File: src/sv/lsos_pkg.sv
package lsos_pkg;

   localparam int NUM_BEAMS_DEF = 640;

   localparam int RANGE_W   = 17;
   localparam int IDX_W     = 11;
   localparam int FIRST_W   = 10;
   localparam int CSR_IDX_W = 3;

   localparam logic [RANGE_W-1:0] RANGE_MAX = '1;

   // register reset values
   localparam logic [RANGE_W-1:0] OBJECT_BAND_RST   = 17'd200;
   localparam logic [RANGE_W-1:0] NEAR_LIMIT_RST    = 17'd1500;
   localparam logic [RANGE_W-1:0] INVALID_LIMIT_RST = 17'd100000;
   localparam logic [FIRST_W-1:0] FRONT_FIRST_RST   = 10'd200;
   localparam logic [IDX_W-1:0]   FRONT_END_RST     = 11'd336;
   localparam logic [IDX_W-1:0]   RIGHT_END_RST     = 11'd100;
   localparam logic [FIRST_W-1:0] LEFT_FIRST_RST    = 10'd539;

   // register indexes
   localparam logic [CSR_IDX_W-1:0] CSR_OBJECT_BAND   = 3'd0;
   localparam logic [CSR_IDX_W-1:0] CSR_NEAR_LIMIT    = 3'd1;
   localparam logic [CSR_IDX_W-1:0] CSR_INVALID_LIMIT = 3'd2;
   localparam logic [CSR_IDX_W-1:0] CSR_FRONT_FIRST   = 3'd3;
   localparam logic [CSR_IDX_W-1:0] CSR_FRONT_END     = 3'd4;
   localparam logic [CSR_IDX_W-1:0] CSR_RIGHT_END     = 3'd5;
   localparam logic [CSR_IDX_W-1:0] CSR_LEFT_FIRST    = 3'd6;

   typedef struct packed {
      logic busy;
      logic done;
   } div_stat_type;

endpackage

File: src/sv/lsos_div.sv
module lsos_div #(
   parameter int NW = 28,
   parameter int DW = 11
) (
   input  logic                       clock,
   input  logic                       reset,
   input  logic                       start,
   input  logic [NW-1:0]              dividend,
   input  logic [DW-1:0]              divisor,
   output logic [NW-1:0]              quotient,
   output lsos_pkg::div_stat_type     status
);

   localparam int IW = $clog2(NW + 1);

   logic [DW-1:0] rem_ff, rem_in;
   logic [DW-1:0] dvs_ff, dvs_in;
   logic [NW-1:0] quo_ff, quo_in;
   logic [IW-1:0] cnt_ff, cnt_in;
   logic          busy_ff, busy_in;
   logic          done_ff, done_in;
   logic [DW:0]   shifted;
   logic [DW:0]   diff;
   logic          fits;

   // one quotient bit per cycle, restoring
   assign shifted = {rem_ff, quo_ff[NW-1]};
   assign diff    = shifted - {1'b0, dvs_ff};
   assign fits    = shifted >= {1'b0, dvs_ff};

   always_comb begin
      rem_in  = rem_ff;
      dvs_in  = dvs_ff;
      quo_in  = quo_ff;
      cnt_in  = cnt_ff;
      busy_in = busy_ff;
      done_in = 1'b0;
      if (start) begin
         quo_in  = dividend;
         rem_in  = '0;
         dvs_in  = divisor;
         cnt_in  = IW'(NW);
         busy_in = 1'b1;
      end else if (busy_ff) begin
         rem_in = fits ? diff[DW-1:0] : shifted[DW-1:0];
         quo_in = {quo_ff[NW-2:0], fits};
         cnt_in = cnt_ff - IW'(1);
         if (cnt_ff == IW'(1)) begin
            busy_in = 1'b0;
            done_in = 1'b1;
         end
      end
   end

   always_ff @(posedge clock) begin
      if (reset) begin
         busy_ff <= 1'b0;
         done_ff <= 1'b0;
      end else begin
         busy_ff <= busy_in;
         done_ff <= done_in;
      end
   end

   always_ff @(posedge clock) begin
      rem_ff <= rem_in;
      dvs_ff <= dvs_in;
      quo_ff <= quo_in;
      cnt_ff <= cnt_in;
   end

   assign quotient    = quo_ff;
   assign status.busy = busy_ff;
   assign status.done = done_ff;

endmodule

File: config.mk
export PLATFORM = sky130hd
export DESIGN_NAME = lsos_div
export DESIGN_NICKNAME = d
export VERILOG_FILES = /design/src/sv/lsos_pkg.sv /design/src/sv/lsos_div.sv
export SDC_FILE = /design/constraint.sdc
export NUM_CORES = 1
export LEC_CHECK = 0
export BUFFER_PORTS_ARGS = -buffer_cell sky130_fd_sc_hd__buf_2
export CORE_MARGIN = 3
export CORE_UTILIZATION = 51
export DETAILED_ROUTE_END_ITERATION = 6
export GPL_TIMING_DRIVEN = 1
export PLACE_DENSITY = 0.86
export SYNTH_ARGS = -nofsm -noshare
export SYNTH_HDL_FRONTEND = slang
export SYNTH_SLANG_ARGS = --single-unit
export TNS_END_PERCENT = 100
File: constraint.sdc
create_clock -name clock -period 7.1 [get_ports clock]
set_input_delay 0.355 -clock clock [delete_from_list [all_inputs] [get_ports clock]]
set_output_delay 0.355 -clock clock [all_outputs]
set_load 0.01 [all_outputs]
==> results of run 1 <==
path summary, 6_finish.rpt:
path / startpoint / end / slack, ns / depth (start not counted)
max: quotient[27] / rem_ff[0] / 4.40 / 9
min: reset / busy_ff / 0.19 / 2
max reg2reg: quotient[27] / rem_ff[0] / 4.40 / 9
min reg2reg: rem_ff[1] / rem_ff[1] / 0.50 / 2
registers in the layout, summed over array words and instances, names as in the netlist:
| signal | cells |
|---|---|
| quotient | 28 |
| done_ff | 1 |
| dvs_ff | 11 |
| rem_ff | 11 |
| cnt_ff | 5 |
| busy_ff | 1 |
critical path: stages (launching register included):
cell	delay [ns]
edfxtp_1	0.38
inv_1	0.08
ha_1	0.18
fa_1	0.20
and2b_1	0.20
o31a_4	0.30
o21ai_2	0.17
a21o_1	0.53
mux2_4	0.36
a211oi_2	0.21
layout make-up:
type | count | area, um2 | area share, %
Clock buffer | 9 | 124 | 3.65
Clock inverter | 7 | 61.3 | 1.81
Inverter | 16 | 60.1 | 1.77
Multi-Input combinational cell | 144 | 1170 | 34.4
Sequential cell | 57 | 1530 | 45.1
Tap cell | 70 | 87.6 | 2.58
Timing Repair Buffer | 72 | 363 | 10.7
through the flow:
| step | cells | instance area [um2] | power [mW] |
|---|---|---|---|
| floorplan | 228 | 2820 | 0.495 |
| global placement | 359 | 3210 | 0.537 |
| detailed placement | 359 | 3210 | 0.543 |
| CTS | 375 | 3390 | 0.829 |
| global route | 375 | 3390 | 0.863 |
| finish | 375 | 3390 | 0.819 |
power breakdown:
group / leakage [nW] / internal (mW) / switching, mW
clock network: 0.0894 / 0.158 / 0.126
logic: 0.799 / 0.0621 / 0.0678
registers: 0.537 / 0.388 / 0.0166
total: 1.43 / 0.608 / 0.211
cells in the final DEF (no fill, tap or decap), drive strengths merged, types with 5 or more instances in the layout:
| cell type | instances |
|---|---|
| mux2 | 29 |
| ha | 13 |
| xnor2 | 6 |
| nand2 | 11 |
| clkbuf | 9 |
| o21ai | 8 |
| nand2b | 7 |
| inv | 16 |
| buf | 72 |
| a21oi | 6 |
| edfxtp | 39 |
| dfxtp | 18 |
| nor2 | 17 |
| clkinv | 5 |
synth_stat cells (all sizes together), types with 6 or more instances:
library cell	count	share of area, %
nand2b	7	1.6
nand2	11	1.5
clkbuf	7	0.93
mux2	29	12
a21oi	6	1.1
inv	16	2.1
nor2	17	2.3
edfxtp	39	42
dfxtp	18	13
ha	13	5.8
o21ai	8	1.6
xnor2	6	1.9
layer usage:
metal / share of wire, % / vias to the layer above / GRT usage (%)
met1: 41 / 961 / 22.1
met4: 1.2 / 0 / 6.25
met3: 6.8 / 7 / 6.73
met5: 0 / - / 0
met2: 51 / 57 / 31.7
li1: - / 986 / -
cell families (layout without fill, tap and decap cells):
kind of cell | count (synthesis) | after routing | synth area share, %
DFF | 57 | 57 | 54.4
xor gates and xnor gates | 10 | 10 | 3.11
muxes | 29 | 29 | 11.7
AOI/OAI and AO/OA | 42 | 42 | 11.5
and+or+nand+nor | 49 | 49 | 8.61
adders and majority gates | 14 | 14 | 6.48
buffers and inverters | 27 | 104 | 4.26
==> reports/results.txt, run 1 <==
share of cells above drive strength 1: 38.7%
Starting Density: 53.8%
Max Slew Vio Count: 0
vias in the first global route: 1,889
Max transition margin: 30.4%
io pins: 72
Worst-Skew Late Latency: 0.33 ns
detailed-route vias per instance: 5.36
total overflow reported by the global router: 0
arrival time worst endpoint: 2.94 ns
Setup CP Type: reg -> reg
# rows: 26
# clock sinks: 57
Core ar.: 5240 um2
final setup TNS: 0 ns
post-synthesis cell area: 2820 um2
worst min-delay path class: in -> reg
DIE WIDTH: 80.3 um
Hold Slack: 0.194 ns
Routed WL: 5480 um
largest net degree at the start of global routing: 55
antenna viol nets, final: 0
sequential area share after synthesis: 54.4%
maximum clock path buffer count: 2
ANT cells: 0
CTS tree: yes
status: completed
PwrDens: 241 nW/um2
crit-path max FO: 21
drt first pass iters: 4
synth warn: 0
cts hold-fix bufs: 0
RSZ-0062 raised after global routing: no
MaxCap Viol Count: 0
Worst setup EP type: register
WL per Instance: 14.6 um
number of gates resized after cts: 0
Clock Tree Root: clkbuf_8
final net count: 356
worst path required time: 7.35 ns
EDFF count, synth: 39
min Tclk post-route: 2.70 ns
# DRC: 0
Final HPWL DP: 4080 um
first-pass GRT wire length: 9030 um
die area: 6450 um2
Post-Synthesis Net Count: 284
GP Congestion: 0.818
H-tree Lvls: 3
Layout area overhead: 20.4%
1st-iter DRT viols: 98
FMAX: 0.371 GHz
initial antenna violation count: 0
Max IR drop VDD: 154 uV
FFs w/ async S/R, synth: 0%
final setup vio count: 0
ys flop type: edfxtp_1
Fill cells: 384
chip height: 80.3 um
Worst-Margin Slew: 1.04 ns
Total Routing Usage GR: 18.8%
Port Buf Inserts: 71
Avg Inst Size Synth: 12.4 um2
synth unique cells: 42
ratio of final minimum period to clock period: 38.0%
Final Hold Fails: 0
Clock transition at path regs: 0.06 ns
setup slack after layout: 4.40 ns
Via Count: 2,011
Synth Instances: 228
synthesis-stage register bit count: 57
Placement Setup Slack: 4.43 ns
final core utilization: 64.8%
static leakage: 1.43 nW
Fin Clk Skew: 0.00971 ns
CTS Buf Count: 9
CP startpoint kind: register
post-CTS setup buffer count: 0
(Power assumes the default switching activity.)
==> run 2, diff against run 1 <==
Clock period 7.1 ns to 2.6 ns, I/O delays scaled along.
==> run 2 against run 1 <==
  * Non-clock buffer count up 16
  * Utilization up 2.8 points
  * Sequential share of layout area down 1.9 points
  * Setup slack worse by 4.2 ns
  * Largest power group unchanged
  * Fmax up 11%
==> reports/results.txt, run 2 (synthesis results as in run 1) <==
crit-path max FO: 12 (was 21)
Worst-Skew Late Latency: 0.34 ns (was 0.33 ns)
RSZ-0062 raised after global routing: no (unchanged)
Port Buf Inserts: 71 (unchanged)
total overflow reported by the global router: 0 (unchanged)
Pwr Total: 2.21 mW (was 0.819 mW)
Total Routing Usage GR: 19.9% (was 18.8%)
routing usage on met2: 33.3% (was 31.7%)
maximum clock path buffer count: 2 (unchanged)
Worst setup EP type: register (unchanged)
drt first pass iters: 4 (unchanged)
Largest delay share family, worst path: compound AO/OA/AOI/OAI gates (unchanged)
Core ar.: 5240 um2 (unchanged)
share of cells above drive strength 1: 39.6% (was 38.7%)
Post-Place Cells: 363 (was 359)
Clock transition at path regs: 0.07 ns (was 0.06 ns)
1st-iter DRT viols: 121 (was 98)
worst r2r path cells: 9 (unchanged)
Max Slew Vio Count: 0 (unchanged)
R2R Setup Slk: 0.18 ns (was 4.40 ns)
# DRC: 0 (unchanged)
Final HPWL DP: 4330 um (was 4080 um)
CP startpoint kind: register (unchanged)
chip height: 80.3 um (unchanged)
WP buf/inv: 1 (unchanged)
logic gate share of total power: 17.4% (was 15.9%)
PwrDens: 623 nW/um2 (was 241 nW/um2)
Setup CP Type: reg -> reg (unchanged)
post-CTS setup buffer count: 0 (unchanged)
static leakage: 1.49 nW (was 1.43 nW)
final net count: 372 (was 356)
final setup vio count: 0 (unchanged)
CP peak stage delay: 0.39 ns (was 0.53 ns)
Clock Power Share: 32.6% (was 34.7%)
CTS tree: yes (unchanged)
Finished Layout Cells: 391 (was 375)
MaxCap Viol Count: 0 (unchanged)
Max IR drop VDD: 450 uV (was 154 uV)
io pins: 72 (unchanged)
FMAX: 0.413 GHz (was 0.371 GHz)
vias in the first global route: 2,058 (was 1,889)
Largest register FFs: 28 (unchanged)
Routed WL: 6050 um (was 5480 um)
Fin Clk Skew: 0.00726 ns (was 0.00971 ns)
die area: 6450 um2 (unchanged)
arrival time worst endpoint: 2.67 ns (was 2.94 ns)
Layout area overhead: 25.7% (was 20.4%)
Worst Setup EP: rem_ff[0] (unchanged)
critical-path cell list: inv_1 -> ha_1 -> fa_2 -> and2b_1 -> o31a_4 -> o21ai_2 -> a21o_4 -> mux2_4 -> a211oi_2 (was inv_1 -> ha_1 -> fa_1 -> and2b_1 -> o31a_4 -> o21ai_2 -> a21o_1 -> mux2_4 -> a211oi_2)
reg-to-reg endpoint: rem_ff[0] (unchanged)
sw frac: 26.9% (was 25.7%)
# clock sinks: 57 (unchanged)
final core utilization: 67.6% (was 64.8%)
detailed-route vias per instance: 5.32 (was 5.36)
worst min-delay path class: in -> reg (unchanged)
# rows: 26 (unchanged)
global route hottest layer: met2 (unchanged)
Worst-Margin Slew: 0.493 ns (was 1.04 ns)
min Tclk post-route: 2.42 ns (was 2.70 ns)
worst path required time: 2.85 ns (was 7.35 ns)
Pint: 1.61 mW (was 0.608 mW)
Clock Tree Root: clkbuf_8 (unchanged)
antenna viol nets, final: 0 (unchanged)
WL per Instance: 15.5 um (was 14.6 um)
Via Count: 2,080 (was 2,011)
Final Hold Fails: 0 (unchanged)
initial antenna violation count: 0 (unchanged)
sequential share of power: 50.0% (was 49.5%)
Crit. Startpoint: quotient[27] (unchanged)
ANT cells: 0 (unchanged)
Starting Density: 53.8% (unchanged)
status: completed (unchanged)
R2R Path Start: quotient[27] (unchanged)
met1 Use GR: 22.9% (was 22.1%)
GR met3 Demand/Resource: 6.61% (was 6.73%)
Max transition margin: 67.0% (was 30.4%)
ratio of final minimum period to clock period: 93.0% (was 38.0%)
Psw: 0.592 mW (was 0.211 mW)
H-tree Lvls: 3 (unchanged)
first-pass GRT wire length: 9490 um (was 9030 um)
commonest cells after routing, fill and taps aside: buf_2, edfxtp_1, mux2_2 (unchanged)
CTS Buf Count: 9 (unchanged)
most common cell after layout, fill and taps aside: buf_2 (unchanged)
Critical-path top delay cell: edfxtp_1 (was a21o_1)
largest net degree at the start of global routing: 35 (was 55)
critical path depth: 9 (unchanged)
final setup TNS: 0 ns (unchanged)
GP Congestion: 0.852 (was 0.818)
DIE WIDTH: 80.3 um (unchanged)
-- run 2: cell types whose count changed in the layout (fill, tap and decap cells not counted), sizes merged --
cell / delta
dlygate4sd3: +12
clkinv: -1
buf: +4
bufinv: -1
clkbuf: +2
-- run 2: stage by stage --
stage / setup slack, ns / hold WS [ns] / cell area, um2
finish: 0.181 / 0.0911 / 3540
CTS: 0.0170 / 0.0745 / 3530
global route: 0.0547 / 0.0772 / 3540
floorplan: 0.258 / 0.202 / 2820
detailed placement: 0.0549 / 0.308 / 3240
global placement: 0.169 / 0.306 / 3240
-- run 2: power groups by stage --
stage	Sequential (mW)	Clock [mW]	Combinational, mW
detailed placement	1.12	0	0.366
finish	1.10	0.718	0.385
floorplan	1.14	0	0.216
CTS	1.10	0.735	0.383
global route	1.11	0.781	0.421
global placement	1.12	0	0.355
-- run 2: worst min path at each step --
stage | startpoint | endpoint | slack, ns | cells after the start
after floorplan | reset | busy_ff | 0.20 | 1
after global placement | divisor[2] | dvs_ff[2] | 0.31 | 1
after detailed placement | divisor[9] | dvs_ff[9] | 0.31 | 1
after CTS | dividend[19] | quotient[19] | 0.07 | 2
after global routing | dividend[5] | quotient[5] | 0.08 | 2
final | dividend[19] | quotient[19] | 0.09 | 2
-- run 2: repair_timing --
item | 4_1_cts | 5_1_grt
hold endpoints to repair | 13 | 0
gates resized for setup | 0 | 3
setup endpoints to repair | 0 | 10
hold buffers | 12 | 0
-- run 2: per-layer routing --
layer | vias up | share of wire, %
li1 | 1018 | -
met1 | 966 | 42
met2 | 78 | 49
met3 | 18 | 6.2
met4 | 0 | 2.2
met5 | - | 0
-- run 2: area by class of cell --
class	count	area, um2
multi-input combinational	144	1180
fill	374	1700
tap	70	87.6
clock inverter	5	31.3
timing repair buffer	88	513
clock buffer	11	141
sequential	57	1530
inverter	16	60.1
==> run 3, diff against run 2 <==
Settings changed: HOLD_SLACK_MARGIN from default to 0.1.
==> run 3 against run 2 <==
  * Non-clock buffer count rose by 23
  * Clock power barely moved
  * Flip-flop and latch count unchanged
  * Sequential share of layout area is 2.6 points lower
  * Die area is the same
  * Critical endpoint unchanged
==> reports/results.txt, run 3 (synthesis results as in run 1) <==
Critical-path top delay cell: edfxtp_1 (unchanged)
Clock Power Share: 32.1% (was 32.6%)
critical path depth: 9 (unchanged)
global route hottest layer: met2 (unchanged)
Fill cells: 333 (was 374)
io pins: 72 (unchanged)
# clock sinks: 57 (unchanged)
1st-iter DRT viols: 114 (was 121)
logic gate share of total power: 18.5% (was 17.4%)
detailed-route vias per instance: 5.17 (was 5.32)
Port Buf Inserts: 71 (unchanged)
final net count: 395 (was 372)
H-tree Lvls: 3 (unchanged)
CTS tree: yes (unchanged)
share of cells above drive strength 1: 36.9% (was 39.6%)
status: completed (unchanged)
crit-path max FO: 12 (unchanged)
drt first pass iters: 4 (unchanged)
sw frac: 27.0% (was 26.9%)
Final HPWL DP: 4330 um (unchanged)
Total Routing Usage GR: 21.6% (was 19.9%)
Max IR drop VDD: 450 uV (about the same)
Largest register FFs: 28 (unchanged)
most common cell after layout, fill and taps aside: buf_2 (unchanged)
Starting Density: 53.8% (unchanged)
placed cell areas: 3240 um2 (unchanged)
Worst Setup EP: rem_ff[0] (unchanged)
Fin Clk Skew: 0.00851 ns (was 0.00726 ns)
Hold Slack: 0.112 ns (was 0.0911 ns)
MaxCap Viol Count: 0 (unchanged)
total overflow reported by the global router: 0 (unchanged)
Worst-Skew Late Latency: 0.34 ns (about the same)
ANT cells: 0 (unchanged)
FMAX: 0.413 GHz (about the same)
multi-input logic area: 1180 um2 (unchanged)
# DRC: 0 (unchanged)
met1 Use GR: 24.2% (was 22.9%)
Max Slew Vio Count: 0 (unchanged)
Clock Tree Root: clkbuf_8 (unchanged)
final setup TNS: 0 ns (unchanged)
RSZ-0062 raised after global routing: no (unchanged)
Routed WL: 6530 um (was 6050 um)
routing usage on met2: 37.9% (was 33.3%)
R2R Setup Slk: 0.18 ns (about the same)
critical-path cell list: inv_1 -> ha_1 -> fa_2 -> and2b_1 -> o31a_4 -> o21ai_2 -> a21o_4 -> mux2_4 -> a211oi_2 (unchanged)
R2R Path Start: quotient[27] (unchanged)
largest net degree at the start of global routing: 35 (unchanged)
sequential share of power: 49.3% (was 50.0%)
Crit. Startpoint: quotient[27] (unchanged)
post-route cell area: 3770 um2 (was 3540 um2)
final setup vio count: 0 (unchanged)
Max transition margin: 68.2% (was 67.0%)
Layout area overhead: 33.8% (was 25.7%)
Final Hold Fails: 0 (unchanged)
maximum clock path buffer count: 2 (unchanged)
post-CTS setup buffer count: 0 (unchanged)
Pint: 1.64 mW (was 1.61 mW)
arrival time worst endpoint: 2.67 ns (about the same)
static leakage: 1.59 nW (was 1.49 nW)
worst min-delay path class: in -> reg (unchanged)
chip height: 80.3 um (unchanged)
antenna viol nets, final: 0 (unchanged)
Seq. cell area: 1530 um2 (unchanged)
reg-to-reg endpoint: rem_ff[0] (unchanged)
worst path required time: 2.85 ns (about the same)
first-pass GRT wire length: 10,300 um (was 9490 um)
ratio of final minimum period to clock period: 93.2% (was 93.0%)
min Tclk post-route: 2.42 ns (about the same)
GP Congestion: 0.852 (unchanged)
Clock transition at path regs: 0.07 ns (about the same)
CP startpoint kind: register (unchanged)
GR met3 Demand/Resource: 7.17% (was 6.61%)
commonest cells after routing, fill and taps aside: buf_2, edfxtp_1, dlygate4sd3_1 (was buf_2, edfxtp_1, mux2_2)
Setup CP Type: reg -> reg (unchanged)
CP peak stage delay: 0.39 ns (about the same)
DIE WIDTH: 80.3 um (unchanged)
CTS Buf Count: 9 (unchanged)
Via Count: 2,142 (was 2,080)
Psw: 0.605 mW (was 0.592 mW)
# rows: 26 (unchanged)
Core ar.: 5240 um2 (unchanged)
die area: 6450 um2 (unchanged)
worst r2r path cells: 9 (unchanged)
Largest delay share family, worst path: compound AO/OA/AOI/OAI gates (unchanged)
Worst-Margin Slew: 0.475 ns (was 0.493 ns)
PwrDens: 594 nW/um2 (was 623 nW/um2)
WP buf/inv: 1 (unchanged)
WL per Instance: 15.8 um (was 15.5 um)
Worst setup EP type: register (unchanged)
vias in the first global route: 2,187 (was 2,058)
initial antenna violation count: 0 (unchanged)
==> run 3: cell count changes in the layout (fill, tap and decap cells not counted), sizes merged <==
cell and delta:
dlygate4sd3 +23
==> run 3: power by group through the flow <==
stage | Sequential (mW) | Combinational [mW] | Clock, mW
after floorplan | 1.14 | 0.216 | 0
after global routing | 1.11 | 0.452 | 0.781
final | 1.10 | 0.416 | 0.720
after CTS | 1.10 | 0.407 | 0.735
after global placement | 1.12 | 0.355 | 0
after detailed placement | 1.12 | 0.366 | 0
==> run 3: worst min-delay path by stage <==
stage | from | end | slack, ns | cells past startpoint
finish | dividend[10] | quotient[10] | 0.11 | 2
global route | dividend[10] | quotient[10] | 0.11 | 2
CTS | dividend[11] | quotient[11] | 0.10 | 2
detailed placement | divisor[9] | dvs_ff[9] | 0.31 | 1
global placement | divisor[2] | dvs_ff[2] | 0.31 | 1
floorplan | reset | busy_ff | 0.20 | 1
==> run 3: per-layer routing <==
metal  up-vias  part of all wire (%)
li1       1061                     -
met1       998                    41
met2        70                    51
met3        13                   5.3
met4         0                   1.7
met5         -                     0
==> run 3: stage by stage <==
| stage | setup slack [ns] | utilization, % | power [mW] | cells |
|---|---|---|---|---|
| final | 0.177 | 72.0 | 2.24 | 414 |
| after floorplan | 0.258 | - | 1.35 | 228 |
| after global routing | 0.0547 | 72.0 | 2.35 | 414 |
| after detailed placement | 0.0549 | 61.8 | 1.49 | 363 |
| after global placement | 0.169 | 61.8 | 1.47 | 363 |
| after CTS | 0.0170 | 71.4 | 2.24 | 412 |
==> run 3: layout make-up <==
| type | instances | area share, % |
|---|---|---|
| Inverter | 16 | 1.59 |
| Clock inverter | 5 | 0.829 |
| Tap cell | 70 | 2.32 |
| Multi-Input combinational cell | 144 | 31.2 |
| Timing Repair Buffer | 111 | 19.7 |
| Sequential cell | 57 | 40.6 |
| Clock buffer | 11 | 3.75 |
==> run 3: what timing repair did <==
action                                  in CTS  in global routing
hold buffers                                33                  2
endpoints found under the setup margin       0                 10
hold endpoints to repair                    37                  2
gates resized for setup                      0                  3
